[config.mk]
export PLATFORM = sky130hd
export DESIGN_NAME = sha1_hash_engine_flat
export DESIGN_NICKNAME = d
export VERILOG_FILES = /design/src/design/sha1_pkg.sv /design/src/design/sha1_if.sv /design/src/design/sha1_hash_engine.sv /design/src/design/sha1_ram.sv /design/src/flat_wrapper.sv
export SDC_FILE = /design/constraint.sdc
export NUM_CORES = 2
export LEC_CHECK = 0
export BUFFER_PORTS_ARGS = -buffer_cell sky130_fd_sc_hd__buf_2
export CORE_UTILIZATION = 53
export CTS_BUF_LIST = sky130_fd_sc_hd__clkbuf_16
export CTS_CLUSTER_DIAMETER = 100
export DETAILED_ROUTE_END_ITERATION = 10
export PLACE_DENSITY = 0.68
export SKIP_LAST_GASP = 1
export SLEW_MARGIN = 20
export SYNTH_ARGS = -nofsm -noshare
export SYNTH_HDL_FRONTEND = slang
export SYNTH_SLANG_ARGS = --single-unit
export TNS_END_PERCENT = 5
[constraint.sdc]
create_clock -name i_clk -period 18.8 [get_ports i_clk]
set_input_delay 5.64 -clock i_clk [delete_from_list [all_inputs] [get_ports i_clk]]
set_output_delay 5.64 -clock i_clk [all_outputs]
set_load 0.005 [all_outputs]
[src/design/sha1_pkg.sv]
// ============================================================================
// sha1_pkg: shared types, constants and functions of the SHA-1 engine
// Holds the controller state type, memory geometry, the initial chaining
// values, the round constants and the round logic functions.
// ============================================================================
package sha1_pkg;

    // Memory geometry.
    localparam int unsigned BLK_DEPTH   = 16;
    localparam int unsigned BLK_AW      = $clog2(BLK_DEPTH);
    localparam int unsigned CHAIN_DEPTH = 5;
    localparam int unsigned CHAIN_AW    = $clog2(CHAIN_DEPTH);
    localparam int unsigned WORD_W      = 32;
    localparam int unsigned TOTAL_W     = 61;
    localparam int unsigned ROUNDS      = 80;
    localparam int unsigned CNT_W       = $clog2(ROUNDS);

    // Fixed counter and index end points.
    localparam logic [BLK_AW-1:0]   BLK_LAST   = BLK_AW'(BLK_DEPTH - 1);
    localparam logic [BLK_AW-1:0]   LEN_HI_IDX = BLK_AW'(BLK_DEPTH - 2);
    localparam logic [BLK_AW-1:0]   LEN_LO_IDX = BLK_AW'(BLK_DEPTH - 1);
    localparam logic [CNT_W-1:0]    ROUND_LAST = CNT_W'(ROUNDS - 1);
    localparam logic [CNT_W-1:0]    XFER_LAST  = CNT_W'(CHAIN_DEPTH);
    localparam logic [CHAIN_AW-1:0] LAST_IDX   = CHAIN_AW'(CHAIN_DEPTH - 1);

    // Padding marker byte.
    localparam logic [7:0] PAD_MARK = 8'h80;

    // Controller states.
    typedef enum logic [2:0] {
        S_IDLE,
        S_PAD,
        S_LOAD,
        S_ROUND,
        S_ADD,
        S_OUT
    } t_state;

    // Initial chaining value for one word.
    function automatic logic [WORD_W-1:0] sha1_iv(input logic [CHAIN_AW-1:0] idx);
        logic [WORD_W-1:0] v;
        unique case (idx)
            3'd0:    v = 32'h67452301;
            3'd1:    v = 32'hEFCDAB89;
            3'd2:    v = 32'h98BADCFE;
            3'd3:    v = 32'h10325476;
            3'd4:    v = 32'hC3D2E1F0;
            default: v = '0;
        endcase
        return v;
    endfunction

    // Round constant for one group of twenty rounds.
    function automatic logic [WORD_W-1:0] sha1_k(input logic [1:0] phase);
        logic [WORD_W-1:0] v;
        unique case (phase)
            2'd0: v = 32'h5A827999;
            2'd1: v = 32'h6ED9EBA1;
            2'd2: v = 32'h8F1BBCDC;
            2'd3: v = 32'hCA62C1D6;
        endcase
        return v;
    endfunction

    // Boolean function of a round group.
    function automatic logic [WORD_W-1:0] sha1_f(input logic [1:0] phase,
                                                 input logic [WORD_W-1:0] b,
                                                 input logic [WORD_W-1:0] c,
                                                 input logic [WORD_W-1:0] d);
        logic [WORD_W-1:0] v;
        unique case (phase)
            2'd0:    v = (b & c) | (~b & d);
            2'd2:    v = (b & c) | (b & d) | (c & d);
            default: v = b ^ c ^ d;
        endcase
        return v;
    endfunction

    // Rotate left by a constant amount.
    function automatic logic [WORD_W-1:0] rotl(input logic [WORD_W-1:0] v,
                                               input int unsigned s);
        return (v << s) | (v >> (WORD_W - s));
    endfunction

endpackage

[src/design/sha1_if.sv]
// ============================================================================
// sha1_if: handshake channels of the SHA-1 engine
// A byte channel into the engine and a digest word channel out of it.
// ============================================================================

// Message byte channel.
interface sha1_byte_if;
    logic       valid;
    logic       ready;
    logic [7:0] data_byte;
    logic       last_byte;

    modport source (output valid, output data_byte, output last_byte, input ready);
    modport sink   (input valid, input data_byte, input last_byte, output ready);
endinterface

// Digest word channel.
interface sha1_digest_if;
    logic        valid;
    logic        ready;
    logic [31:0] digest_word;
    logic [2:0]  word_index;
    logic        last_word;

    modport source (output valid, output digest_word, output word_index,
                    output last_word, input ready);
    modport sink   (input valid, input digest_word, input word_index,
                    input last_word, output ready);
endinterface

[src/design/sha1_hash_engine.sv]
// ============================================================================
// sha1_hash_engine: SHA-1 over a byte stream
// Packs bytes into a block RAM, compresses each 64-byte block in 80 rounds
// against chaining words held in a second RAM, pads the final block and
// returns the five digest words.
// ============================================================================
//
//  Channel    Dir  Beat contents                          Handshake
//  ---------  ---  -------------------------------------  -----------
//  i_byte     in   data_byte[7:0], last_byte              valid/ready
//  o_digest   out  digest_word[31:0], word_index, last    valid/ready
//
// Bytes are taken while the engine is idle. A full block is then compressed:
// the chaining RAM is read into the working registers, 80 rounds run fed from
// the block RAM, and the working registers are added back into the chaining RAM.
// After the last byte the padding words are written one per cycle, then one
// or two compressions run and the digest is read out of the chaining RAM one
// word at a time. The chaining RAM reads as the initial values until the
// first compression of a message has written it. Output stalls hold the
// digest readout only; a final word waiting at the output does not block
// input.
module sha1_hash_engine (
    input  logic           i_clk,
    input  logic           i_rst_n,
    sha1_byte_if.sink      i_byte,
    sha1_digest_if.source  o_digest
);

    // Controller state.
    sha1_pkg::t_state r_state, n_state;
    logic [sha1_pkg::CNT_W-1:0]    r_cnt, n_cnt;
    logic [sha1_pkg::BLK_AW-1:0]   r_pidx, n_pidx;
    logic [sha1_pkg::TOTAL_W-1:0]  r_total, n_total;
    logic                          r_fresh, n_fresh;
    logic                          r_pad_pend, n_pad_pend;
    logic                          r_mark, n_mark;
    logic                          r_final, n_final;
    logic                          r_out_valid, n_out_valid;
    logic                          r_rd_pend, n_rd_pend;
    logic [sha1_pkg::CHAIN_AW-1:0] r_oidx, n_oidx;

    // Datapath registers.
    logic [sha1_pkg::WORD_W-1:0]   r_acc, n_acc;
    logic [sha1_pkg::WORD_W-1:0]   r_a, r_b, r_c, r_d, r_e;
    logic [sha1_pkg::WORD_W-1:0]   n_a, n_b, n_c, n_d, n_e;
    logic [sha1_pkg::WORD_W-1:0]   r_w [sha1_pkg::BLK_DEPTH];
    logic [sha1_pkg::WORD_W-1:0]   n_w [sha1_pkg::BLK_DEPTH];
    logic [sha1_pkg::WORD_W-1:0]   r_out_word, n_out_word;
    logic [sha1_pkg::CHAIN_AW-1:0] r_out_idx, n_out_idx;
    logic                          r_out_last, n_out_last;

    // Memory ports.
    logic                          blk_we;
    logic [sha1_pkg::BLK_AW-1:0]   blk_waddr, blk_raddr;
    logic [sha1_pkg::WORD_W-1:0]   blk_wdata, blk_rdata;
    logic                          chain_we;
    logic [sha1_pkg::CHAIN_AW-1:0] chain_waddr, chain_raddr;
    logic [sha1_pkg::WORD_W-1:0]   chain_wdata, chain_rdata;

    // Combinational helpers.
    logic                          in_beat;
    logic [5:0]                    cur_pos, new_pos;
    logic [sha1_pkg::WORD_W-1:0]   merged, marker;
    logic                          len_ok;
    logic [sha1_pkg::CHAIN_AW-1:0] prev_idx;
    logic [sha1_pkg::WORD_W-1:0]   chain_word, chain_sum;
    logic [1:0]                    phase;
    logic [sha1_pkg::WORD_W-1:0]   w_new, w_t, t_sum;

    sha1_ram #(.WIDTH(sha1_pkg::WORD_W), .DEPTH(sha1_pkg::BLK_DEPTH)) u_blk_ram (
        .i_clk   (i_clk),
        .i_we    (blk_we),
        .i_waddr (blk_waddr),
        .i_wdata (blk_wdata),
        .i_raddr (blk_raddr),
        .o_rdata (blk_rdata)
    );

    sha1_ram #(.WIDTH(sha1_pkg::WORD_W), .DEPTH(sha1_pkg::CHAIN_DEPTH)) u_chain_ram (
        .i_clk   (i_clk),
        .i_we    (chain_we),
        .i_waddr (chain_waddr),
        .i_wdata (chain_wdata),
        .i_raddr (chain_raddr),
        .o_rdata (chain_rdata)
    );

    // Handshake and output port drive.
    assign i_byte.ready         = (r_state == sha1_pkg::S_IDLE);
    assign in_beat              = i_byte.valid && (r_state == sha1_pkg::S_IDLE);
    assign o_digest.valid       = r_out_valid;
    assign o_digest.digest_word = r_out_word;
    assign o_digest.word_index  = r_out_idx;
    assign o_digest.last_word   = r_out_last;

    // Byte packing and padding words.
    assign cur_pos = r_total[5:0];
    assign new_pos = r_total[5:0] + 6'd1;
    assign merged  = (cur_pos[1:0] == 2'd0) ? {i_byte.data_byte, 24'h000000}
                   : r_acc | (32'(i_byte.data_byte) << {~cur_pos[1:0], 3'b000});
    assign marker  = ((cur_pos[1:0] == 2'd0) ? 32'h0 : r_acc)
                   | (32'(sha1_pkg::PAD_MARK) << {~cur_pos[1:0], 3'b000});
    // The length fits in this pass unless the marker lands in the last two words.
    assign len_ok  = !r_mark || (cur_pos[5:3] != 3'b111);

    // Chaining word seen by load and add: initial values until first written.
    assign prev_idx   = r_cnt[sha1_pkg::CHAIN_AW-1:0] - 3'd1;
    assign chain_word = r_fresh ? sha1_pkg::sha1_iv(prev_idx) : chain_rdata;
    assign chain_sum  = chain_word + r_a;

    // Round function with the message schedule window.
    always_comb begin
        if (r_cnt < 7'd20) begin
            phase = 2'd0;
        end else if (r_cnt < 7'd40) begin
            phase = 2'd1;
        end else if (r_cnt < 7'd60) begin
            phase = 2'd2;
        end else begin
            phase = 2'd3;
        end
    end

    assign w_new = sha1_pkg::rotl(r_w[13] ^ r_w[8] ^ r_w[2] ^ r_w[0], 1);
    assign w_t   = (r_cnt < sha1_pkg::CNT_W'(sha1_pkg::BLK_DEPTH)) ? blk_rdata : w_new;
    assign t_sum = sha1_pkg::rotl(r_a, 5) + sha1_pkg::sha1_f(phase, r_b, r_c, r_d)
                 + r_e + w_t + sha1_pkg::sha1_k(phase);

    // Next state.
    always_comb begin
        n_state = r_state;
        unique case (r_state)
            sha1_pkg::S_IDLE: begin
                if (in_beat) begin
                    if (new_pos == 6'd0) begin
                        n_state = sha1_pkg::S_LOAD;
                    end else if (i_byte.last_byte) begin
                        n_state = sha1_pkg::S_PAD;
                    end
                end
            end
            sha1_pkg::S_PAD: begin
                if (r_pidx == sha1_pkg::BLK_LAST) begin
                    n_state = sha1_pkg::S_LOAD;
                end
            end
            sha1_pkg::S_LOAD: begin
                if (r_cnt == sha1_pkg::XFER_LAST) begin
                    n_state = sha1_pkg::S_ROUND;
                end
            end
            sha1_pkg::S_ROUND: begin
                if (r_cnt == sha1_pkg::ROUND_LAST) begin
                    n_state = sha1_pkg::S_ADD;
                end
            end
            sha1_pkg::S_ADD: begin
                if (r_cnt == sha1_pkg::XFER_LAST) begin
                    priority if (r_final) begin
                        n_state = sha1_pkg::S_OUT;
                    end else if (r_pad_pend) begin
                        n_state = sha1_pkg::S_PAD;
                    end else begin
                        n_state = sha1_pkg::S_IDLE;
                    end
                end
            end
            sha1_pkg::S_OUT: begin
                if (r_rd_pend && (r_oidx == sha1_pkg::LAST_IDX)) begin
                    n_state = sha1_pkg::S_IDLE;
                end
            end
            default: n_state = sha1_pkg::S_IDLE;
        endcase
    end

    // State outputs: memory ports and next register values.
    always_comb begin
        n_cnt       = r_cnt;
        n_pidx      = r_pidx;
        n_total     = r_total;
        n_fresh     = r_fresh;
        n_pad_pend  = r_pad_pend;
        n_mark      = r_mark;
        n_final     = r_final;
        n_rd_pend   = r_rd_pend;
        n_oidx      = r_oidx;
        n_acc       = r_acc;
        n_a         = r_a;
        n_b         = r_b;
        n_c         = r_c;
        n_d         = r_d;
        n_e         = r_e;
        n_w         = r_w;
        n_out_valid = r_out_valid && !o_digest.ready;
        n_out_word  = r_out_word;
        n_out_idx   = r_out_idx;
        n_out_last  = r_out_last;
        blk_we      = 1'b0;
        blk_waddr   = r_pidx;
        blk_wdata   = '0;
        blk_raddr   = '0;
        chain_we    = 1'b0;
        chain_waddr = prev_idx;
        chain_wdata = chain_sum;
        chain_raddr = r_cnt[sha1_pkg::CHAIN_AW-1:0];

        unique case (r_state)
            // Pack each byte into its block word and write the word through.
            sha1_pkg::S_IDLE: begin
                if (in_beat) begin
                    blk_we     = 1'b1;
                    blk_waddr  = cur_pos[5:2];
                    blk_wdata  = merged;
                    n_acc      = merged;
                    n_total    = r_total + 61'd1;
                    n_cnt      = '0;
                    n_mark     = 1'b1;
                    n_pad_pend = i_byte.last_byte;
                    n_pidx     = new_pos[5:2];
                end
            end
            // Write marker (if not yet written), zero and, when they fit, length words up to the end of the block.
            sha1_pkg::S_PAD: begin
                blk_we = 1'b1;
                priority if (r_mark && (r_pidx == cur_pos[5:2])) begin
                    blk_wdata = marker;
                end else if (len_ok && (r_pidx == sha1_pkg::LEN_HI_IDX)) begin
                    blk_wdata = r_total[60:29];
                end else if (len_ok && (r_pidx == sha1_pkg::LEN_LO_IDX)) begin
                    blk_wdata = {r_total[28:0], 3'b000};
                end else begin
                    blk_wdata = '0;
                end
                n_pidx = r_pidx + 4'd1;
                if (r_pidx == sha1_pkg::BLK_LAST) begin
                    n_final = len_ok;
                    n_mark  = 1'b0;
                    n_cnt   = '0;
                end
            end
            // Read the chaining words into the working registers.
            sha1_pkg::S_LOAD: begin
                if (r_cnt != '0) begin
                    n_a = r_b;
                    n_b = r_c;
                    n_c = r_d;
                    n_d = r_e;
                    n_e = chain_word;
                end
                if (r_cnt == sha1_pkg::XFER_LAST) begin
                    n_cnt = '0;
                end else begin
                    n_cnt = r_cnt + 7'd1;
                end
            end
            // One round per cycle; the block RAM feeds the first sixteen.
            sha1_pkg::S_ROUND: begin
                blk_raddr = r_cnt[sha1_pkg::BLK_AW-1:0] + 4'd1;
                for (int i = 0; i < sha1_pkg::BLK_DEPTH - 1; i++) begin
                    n_w[i] = r_w[i+1];
                end
                n_w[sha1_pkg::BLK_DEPTH-1] = w_t;
                n_a = t_sum;
                n_b = r_a;
                n_c = sha1_pkg::rotl(r_b, 30);
                n_d = r_c;
                n_e = r_d;
                if (r_cnt == sha1_pkg::ROUND_LAST) begin
                    n_cnt = '0;
                end else begin
                    n_cnt = r_cnt + 7'd1;
                end
            end
            // Add the working registers back into the chaining RAM.
            sha1_pkg::S_ADD: begin
                if (r_cnt != '0) begin
                    chain_we = 1'b1;
                    n_a = r_b;
                    n_b = r_c;
                    n_c = r_d;
                    n_d = r_e;
                end
                if (r_cnt == sha1_pkg::XFER_LAST) begin
                    n_cnt   = '0;
                    n_fresh = r_final;
                    n_pidx  = '0;
                    if (r_final) begin
                        n_final    = 1'b0;
                        n_pad_pend = 1'b0;
                        n_total    = '0;
                        n_oidx     = '0;
                        n_rd_pend  = 1'b0;
                    end
                end else begin
                    n_cnt = r_cnt + 7'd1;
                end
            end
            // Read the digest out of the chaining RAM into the output register.
            sha1_pkg::S_OUT: begin
                chain_raddr = r_oidx;
                if (r_rd_pend) begin
                    n_out_valid = 1'b1;
                    n_out_word  = chain_rdata;
                    n_out_idx   = r_oidx;
                    n_out_last  = (r_oidx == sha1_pkg::LAST_IDX);
                    n_oidx      = r_oidx + 3'd1;
                    n_rd_pend   = 1'b0;
                end else if (!r_out_valid || o_digest.ready) begin
                    n_rd_pend = 1'b1;
                end
            end
            default: begin
            end
        endcase
    end

    // Control registers.
    always_ff @(posedge i_clk) begin
        if (!i_rst_n) begin
            r_state     <= sha1_pkg::S_IDLE;
            r_cnt       <= '0;
            r_pidx      <= '0;
            r_total     <= '0;
            r_fresh     <= 1'b1;
            r_pad_pend  <= 1'b0;
            r_mark      <= 1'b0;
            r_final     <= 1'b0;
            r_out_valid <= 1'b0;
            r_rd_pend   <= 1'b0;
            r_oidx      <= '0;
        end else begin
            r_state     <= n_state;
            r_cnt       <= n_cnt;
            r_pidx      <= n_pidx;
            r_total     <= n_total;
            r_fresh     <= n_fresh;
            r_pad_pend  <= n_pad_pend;
            r_mark      <= n_mark;
            r_final     <= n_final;
            r_out_valid <= n_out_valid;
            r_rd_pend   <= n_rd_pend;
            r_oidx      <= n_oidx;
        end
    end

    // Payload registers.
    always_ff @(posedge i_clk) begin
        r_acc      <= n_acc;
        r_a        <= n_a;
        r_b        <= n_b;
        r_c        <= n_c;
        r_d        <= n_d;
        r_e        <= n_e;
        r_w        <= n_w;
        r_out_word <= n_out_word;
        r_out_idx  <= n_out_idx;
        r_out_last <= n_out_last;
    end

endmodule

[src/design/sha1_ram.sv]
// ============================================================================
// sha1_ram: generic single-clock RAM
// One write port and one read port, read data registered.
// ============================================================================
module sha1_ram #(
    parameter int unsigned WIDTH = 32,
    parameter int unsigned DEPTH = 16
) (
    input  logic                     i_clk,
    input  logic                     i_we,
    input  logic [$clog2(DEPTH)-1:0] i_waddr,
    input  logic [WIDTH-1:0]         i_wdata,
    input  logic [$clog2(DEPTH)-1:0] i_raddr,
    output logic [WIDTH-1:0]         o_rdata
);

    logic [WIDTH-1:0] r_mem [DEPTH];
    logic [WIDTH-1:0] r_rdata;

    // Write port.
    always_ff @(posedge i_clk) begin
        if (i_we) begin
            r_mem[i_waddr] <= i_wdata;
        end
    end

    // Registered read port.
    always_ff @(posedge i_clk) begin
        r_rdata <= r_mem[i_raddr];
    end

    assign o_rdata = r_rdata;

endmodule

[src/flat_wrapper.sv]
// flat-port wrapper written by rule: the top's interface ports become plain ports
module sha1_hash_engine_flat 
  (i_clk, i_rst_n, i_byte_valid, i_byte_data_byte, i_byte_last_byte, i_byte_ready, o_digest_valid, o_digest_digest_word, o_digest_word_index, o_digest_last_word, o_digest_ready);
  sha1_byte_if i_byte_i ();
  sha1_digest_if o_digest_i ();
  input  logic i_clk;
  input  logic i_rst_n;
  input wire logic [$bits(i_byte_i.valid)-1:0] i_byte_valid;
  input wire logic [$bits(i_byte_i.data_byte)-1:0] i_byte_data_byte;
  input wire logic [$bits(i_byte_i.last_byte)-1:0] i_byte_last_byte;
  output wire logic [$bits(i_byte_i.ready)-1:0] i_byte_ready;
  output wire logic [$bits(o_digest_i.valid)-1:0] o_digest_valid;
  output wire logic [$bits(o_digest_i.digest_word)-1:0] o_digest_digest_word;
  output wire logic [$bits(o_digest_i.word_index)-1:0] o_digest_word_index;
  output wire logic [$bits(o_digest_i.last_word)-1:0] o_digest_last_word;
  input wire logic [$bits(o_digest_i.ready)-1:0] o_digest_ready;
  assign i_byte_i.valid = i_byte_valid;
  assign i_byte_i.data_byte = i_byte_data_byte;
  assign i_byte_i.last_byte = i_byte_last_byte;
  assign i_byte_ready = i_byte_i.ready;
  assign o_digest_valid = o_digest_i.valid;
  assign o_digest_digest_word = o_digest_i.digest_word;
  assign o_digest_word_index = o_digest_i.word_index;
  assign o_digest_last_word = o_digest_i.last_word;
  assign o_digest_i.ready = o_digest_ready;
  sha1_hash_engine u_core (.i_clk(i_clk), .i_rst_n(i_rst_n), .i_byte(i_byte_i), .o_digest(o_digest_i));
endmodule
# Yosys cells after proc, flatten, opt, wreduce, memory -nomap -nowiden
# Memories as Yosys holds them, arrays and structs flattened. A register that Yosys moved wholly into a read port is not among the register bits.
# Index checks and enable logic that the tools add are counted.
# op_classes
addsub	12
n_lt_le_gt_ge	4
n_mux	79
bitwise	19
eq_ne	30
reduce_logical	39
shifts	2
# ops
op	n
$pmux W32 S2	7
$mux W32	13
$mux W61	3
$add A32 B32 Y32	5
$or A32 B32 Y32	5
$pmux W32 S5	1
$xor A32 B32 Y32	5
$and A32 B32 Y32	4
$pmux W32 S4	1
$pmux W61 S2	1
$add A61 B1 Y61 const B	1
$mux W3	13
$not A32 Y32	1
$or A32 B1 Y32	1
$or A32 B30 Y32	1
$or A32 B5 Y32	1
$shl A8 B5 Y32	1
$shl A8 B5 Y32 const A	1
$mux W7	4
$pmux W7 S4	1
$mux W1	20
$mux W4	5
$ne A2 B1 Y1 const B	10
$pmux W3 S6	1
38 further kinds	79
# totals
ramBits	672
n_memories	2
output_inout_bits	38
regBits	824
elab_cells	223
# mem_list
name	depth	word_bits	read_ports	rd_ports_with_merged_regs	wr	line_no	text
u_core.u_blk_ram.r_mem	16	32	1	1	1	sha1_ram.sv:17	logic [WIDTH-1:0] r_mem [DEPTH];
u_core.u_chain_ram.r_mem	5	32	1	1	1	sha1_ram.sv:17	

# Longest topological paths before layout
# logic_depth
depth_word	11
mapped_depth	28
depth_no_buf	24

# Cells and area by module
# A second synthesis with hierarchy kept.
# hier_totals
cells_unflattened	4225
hier_area_um2	64973.6
# modules_own_cells
mod	n_inst	cells_each	seq_area_each_um2	area_each_um2
sha1_hash_engine	1	3006	23902.9	38209.1
sha1_ram (u_core.u_blk_ram)	1	838	16015.4	19854.0
sha1_ram (u_core.u_chain_ram)	1	381	5445.2	6910.4

# Worst setup path before layout
# OpenSTA, ideal clock, no wires.
# synth_timing
kind	flip-flop to flip-flop
from	reg u_core.r_state[0]
to	reg u_core.r_w[0] (netlist name), enable pin
stages_incl_launch_ff	5
setup_time_ns	1.075
arrival_time_ns	14.815
t_required_ns	17.725
path_slack_ns	2.910
cell_sequence	dfxtp_1 > clkbuf_1 > nand2_1 > clkinv_1 > buf_1
# synth_via
elab_chain_cells	1
# synth_rtl
item	line_no	text
start: declaration	sha1_hash_engine.sv:30	sha1_pkg::t_state r_state, n_state;
start signal: assignment	sha1_hash_engine.sv:321	r_state <= sha1_pkg::S_IDLE;
start signal: assignment	sha1_hash_engine.sv:333	r_state <= n_state;
$eq A3 B2 Y1	sha1_hash_engine.sv:208	unique case (r_state)
end signal: assignment	sha1_hash_engine.sv:355	r_w <= n_w;
end: declaration	sha1_hash_engine.sv:46	logic [sha1_pkg::WORD_W-1:0] r_w [sha1_pkg::BLK_DEPTH];
# Every way passes these cells.
# A chain may end at the register's enable or synchronous reset.

# Worst setup path in the final report
# layout_timing
from	in i_byte_valid
to	mem u_core.u_blk_ram.r_mem[11][28], enable pin
# layout_via
elab_chain_cells	5
elab_cells_between_ends	7
# layout_rtl
item	line_no	text
start: declaration	flat_wrapper.sv:8	input wire logic [$bits(i_byte_i.valid)-1:0] i_byte_valid;
$logic_and A1 B1 Y1 (*)	sha1_hash_engine.sv:90	assign in_beat = i_byte.valid && (r_state == sha1_pkg::S_IDLE);
$mux W1	sha1_hash_engine.sv:211	if (in_beat) begin
$pmux W1 S2	sha1_hash_engine.sv:208	
$mux W1	sha1_ram.sv:22	if (i_we) begin
$mux W1 (implied by the code)	sha1_ram.sv:23	r_mem[i_waddr] <= i_wdata;
end: declaration	sha1_ram.sv:17	
# Mark *: on every way between the ends. The rest lies on a longest branch, timed or not.

==> flow_metrics.tcl <==
set metrics [dict create \
    netlist_area_um2 65500 \
    place_area_um2 67900 \
    worst_path_max_delay_cell "buf_4" \
    startpoint "i_byte_valid" \
    relSlewSlack_pct 22.8 \
    peakVddDrop_v 0.0000791 \
    initial_core_util_pct 53.6 \
    rr_endpoint "u_core.r_a[31]$_DFFE_PP_" \
    portBuffers 50 \
    final-max-slew-violation-count 0 \
    ys.flop_type "edfxtp_1" \
    synth-seq-cells 1560 \
    ys_types 81 \
    cts_tree "built" \
    grt_pass1_wl_mm 223 \
    cts_buffer_depth 3 \
    num_rows 128 \
    cts_hold_buf 0 \
    tightestPinTransition_ns 1.15 \
    rsz0062_at_grt "no" \
    period_share_pct 41.4 \
    clock_sinks 1560 \
    ant_nets 0 \
    cts-root-buf "clkbuf_16" \
    yosysTopAreaCellShare_pct 64.7 \
    first_pass_iters 5 \
    hp-class "reg2reg" \
    synth-edff-count 1412 \
    setup_slack_ns 11.01 \
    path_clk_slew_ns 0.06 \
    hold_slack_ns 0.412 \
    drcViolationCount 0 \
    crit_chain "buf_2 -> nand2_1 -> inv_2 -> buf_4 -> a31oi_1 -> nor2_4 -> buf_4" \
    layout_min_cycle_time_ns 7.79 \
    synth_area_per_cell_um2 14.2 \
    arrival_ns 8.17 \
    design_area_um2 72700 \
    hold_viol_final 0 \
    dieHeight_um 354 \
    p_leak_uw 0.0257 \
    yosysWarnings 0 \
    cts_resized 0 \
    coreArea_um2 122000 \
    drt_iter0_drc 4263 \
    hp-start "u_core.r_w[174]$_DFFE_PP_" \
    synth_area_leader_cell "edfxtp_1" \
    setup-tns-final_ns 0 \
    worstSkewPairLatency_ns 0.76 \
    hold_end "u_core.r_w[206]$_DFFE_PP_" \
    timing.max_cap.violations 0 \
    post_cts_buffers 0 \
    grt_pass1_vias 35900 \
    r2r_slack_ns 11.45 \
    grtUsageTotal_pct 23.6 \
    pin_count 51 \
    yosys-top-cells-area "edfxtp_1 (65%), dfxtp_1 (4.5%), fa_1 (3.7%)" \
    path_buf_inv 4 \
    grt_remaining_overflow 0 \
    critPathTopFamily "buffers and inverters" \
    antenna_found_initial 7 \
    required_ns 19.18 \
    cp-end-kind "flop" \
    grt_max_degree 133 \
    detail_route.vias_per_cell 5.85 \
    worst_path_most_repeated_cell "buf_4" \
    yosysSeqAreaShare_pct 69.2 \
    final_nets 4914 \
    status "complete, no violations" \
    die-area_um2 125000 \
    reg2reg_from "u_core.r_cnt[2]$_SDFFE_PN0P_" \
    drive_above_1_share_pct 10.9 \
    synth_nets 4846 \
    worstSetupPathType "in2reg" \
    layout_common_cells "edfxtp_1 (1412), nand2_1 (560), inv_1 (270)" \
    fillCellCount 9248 \
    max_freq_mhz 128 \
    vias 37700 \
    syn_inst 4626 \
    path_max_fanout 69 \
    post-dp-hpwl_mm 91.0 \
    die_x_um 354 \
    wl_per_cell_um 23.0 \
    cp_num_cells 7 \
    routed_wl_mm 148 \
    h-tree-depth 4 \
    rr_worst_depth 24 \
    synth-async-reset-ratio_pct 0 \
    dp_slack_ns 10.24 \
    slowest_delay_ns 0.70 \
    area_growth_syn_to_layout_pct 10.9 \
    setup-violations-final 0 \
    fin_worst_skew_ns 0.0301 \
    power.density_nw_per_um2 114 \
    hold_depth 0 \
    numCtsBuffers 155 \
    final_common_cell "edfxtp_1" \
    place_congestion 0.866 \
    startpoint_type "primary input" \
]
[kinds of logic after synthesis]
logic type | Yosys count | share of synthesized area, %
AND/OR/NAND/NOR | 1242 | 8.42
flip-flops | 1560 | 69.2
XOR/XNOR | 222 | 2.97
multiplexers | 190 | 3.96
buffers and inverters | 455 | 2.63
AO/OA/AOI/OAI | 750 | 7.45
adder cells (fa/ha/maj) | 207 | 5.34
[report_power, final]
group	total (µW)	switching (µW)	internal (µW)
Sequential	4050	66.2	3990
Clock	2900	1270	1630
Combinational	1320	843	479
[through the flow]
step	instances	power, µW	utilization [%]
detailed placement	6161	5410	55.5
global placement	6161	5390	55.5
CTS	6440	8310	59.4
global route	6441	8590	59.5
floorplan	4626	5050	-
finish	6444	8280	59.5
[layer usage]
layer  part of all wire, %  global-route usage, %  vias up
li1                      -                      -    17100
met1                    45                   36.1    18900
met2                    45                   34.8     1470
met3                   8.0                   4.20      219
met4                   2.3                   6.66        6
met5                 0.028                      0        -
[cells in the mapped netlist, types with 66 or more instances]
| library cell | count |
|---|---|
| a21oi_1 | 149 |
| edfxtp_1 | 1412 |
| o21ai_0 | 237 |
| xor2_1 | 66 |
| ha_1 | 86 |
| xnor2_1 | 156 |
| fa_1 | 121 |
| nand3_1 | 160 |
| nor2_1 | 268 |
| nand2_1 | 564 |
| dfxtp_1 | 148 |
| mux2_2 | 74 |
| clkbuf_1 | 187 |
| inv_1 | 236 |
| mux2i_1 | 68 |
[final cells by class]
type	count	area, µm²	share of cell area [%]
repair buffers	129	872	1.20
multi-input cells	2611	18700	25.8
clock buffers	160	4000	5.51
inverters	237	897	1.23
flip-flops and latches	1560	45400	62.4
well taps	1625	2030	2.80
diodes	3	7.51	0.0103
clock inverters	119	747	1.03
[worst max-delay path by stage]
| stage | slack [ns] | to |
|---|---|---|
| floorplan | 2.91 | u_core.r_w[0]$_DFFE_PP_ |
| global placement | 10.30 | u_core.u_blk_ram.r_mem[11][3]$_DFFE_PP_ |
| detailed placement | 10.24 | u_core.u_blk_ram.r_mem[11][16]$_DFFE_PP_ |
| CTS | 11.06 | u_core.u_blk_ram.r_mem[11][28]$_DFFE_PP_ |
| global route | 10.88 | u_core.u_blk_ram.r_mem[3][12]$_DFFE_PP_ |
| finish | 11.01 | u_core.u_blk_ram.r_mem[11][28]$_DFFE_PP_ |
[flip-flops by register name (all words and copies together) (netlist names), 3 cells and up]
register	count
u_core.r_a	32
u_core.r_c	32
u_core.r_d	32
u_core.r_acc	32
u_core.r_state	3
u_core.o_digest.digest_word	32
u_core.u_chain_ram.r_mem	160
u_core.r_pidx	4
u_core.r_b	32
u_core.u_chain_ram.o_rdata	32
u_core.r_cnt	7
u_core.r_oidx	3
u_core.r_w	512
u_core.r_total	61
u_core.u_blk_ram.r_mem	512
u_core.o_digest.word_index	3
u_core.r_e	32
u_core.u_blk_ram.o_rdata	32
No activity file was read; power rests on OpenSTA's default activity.
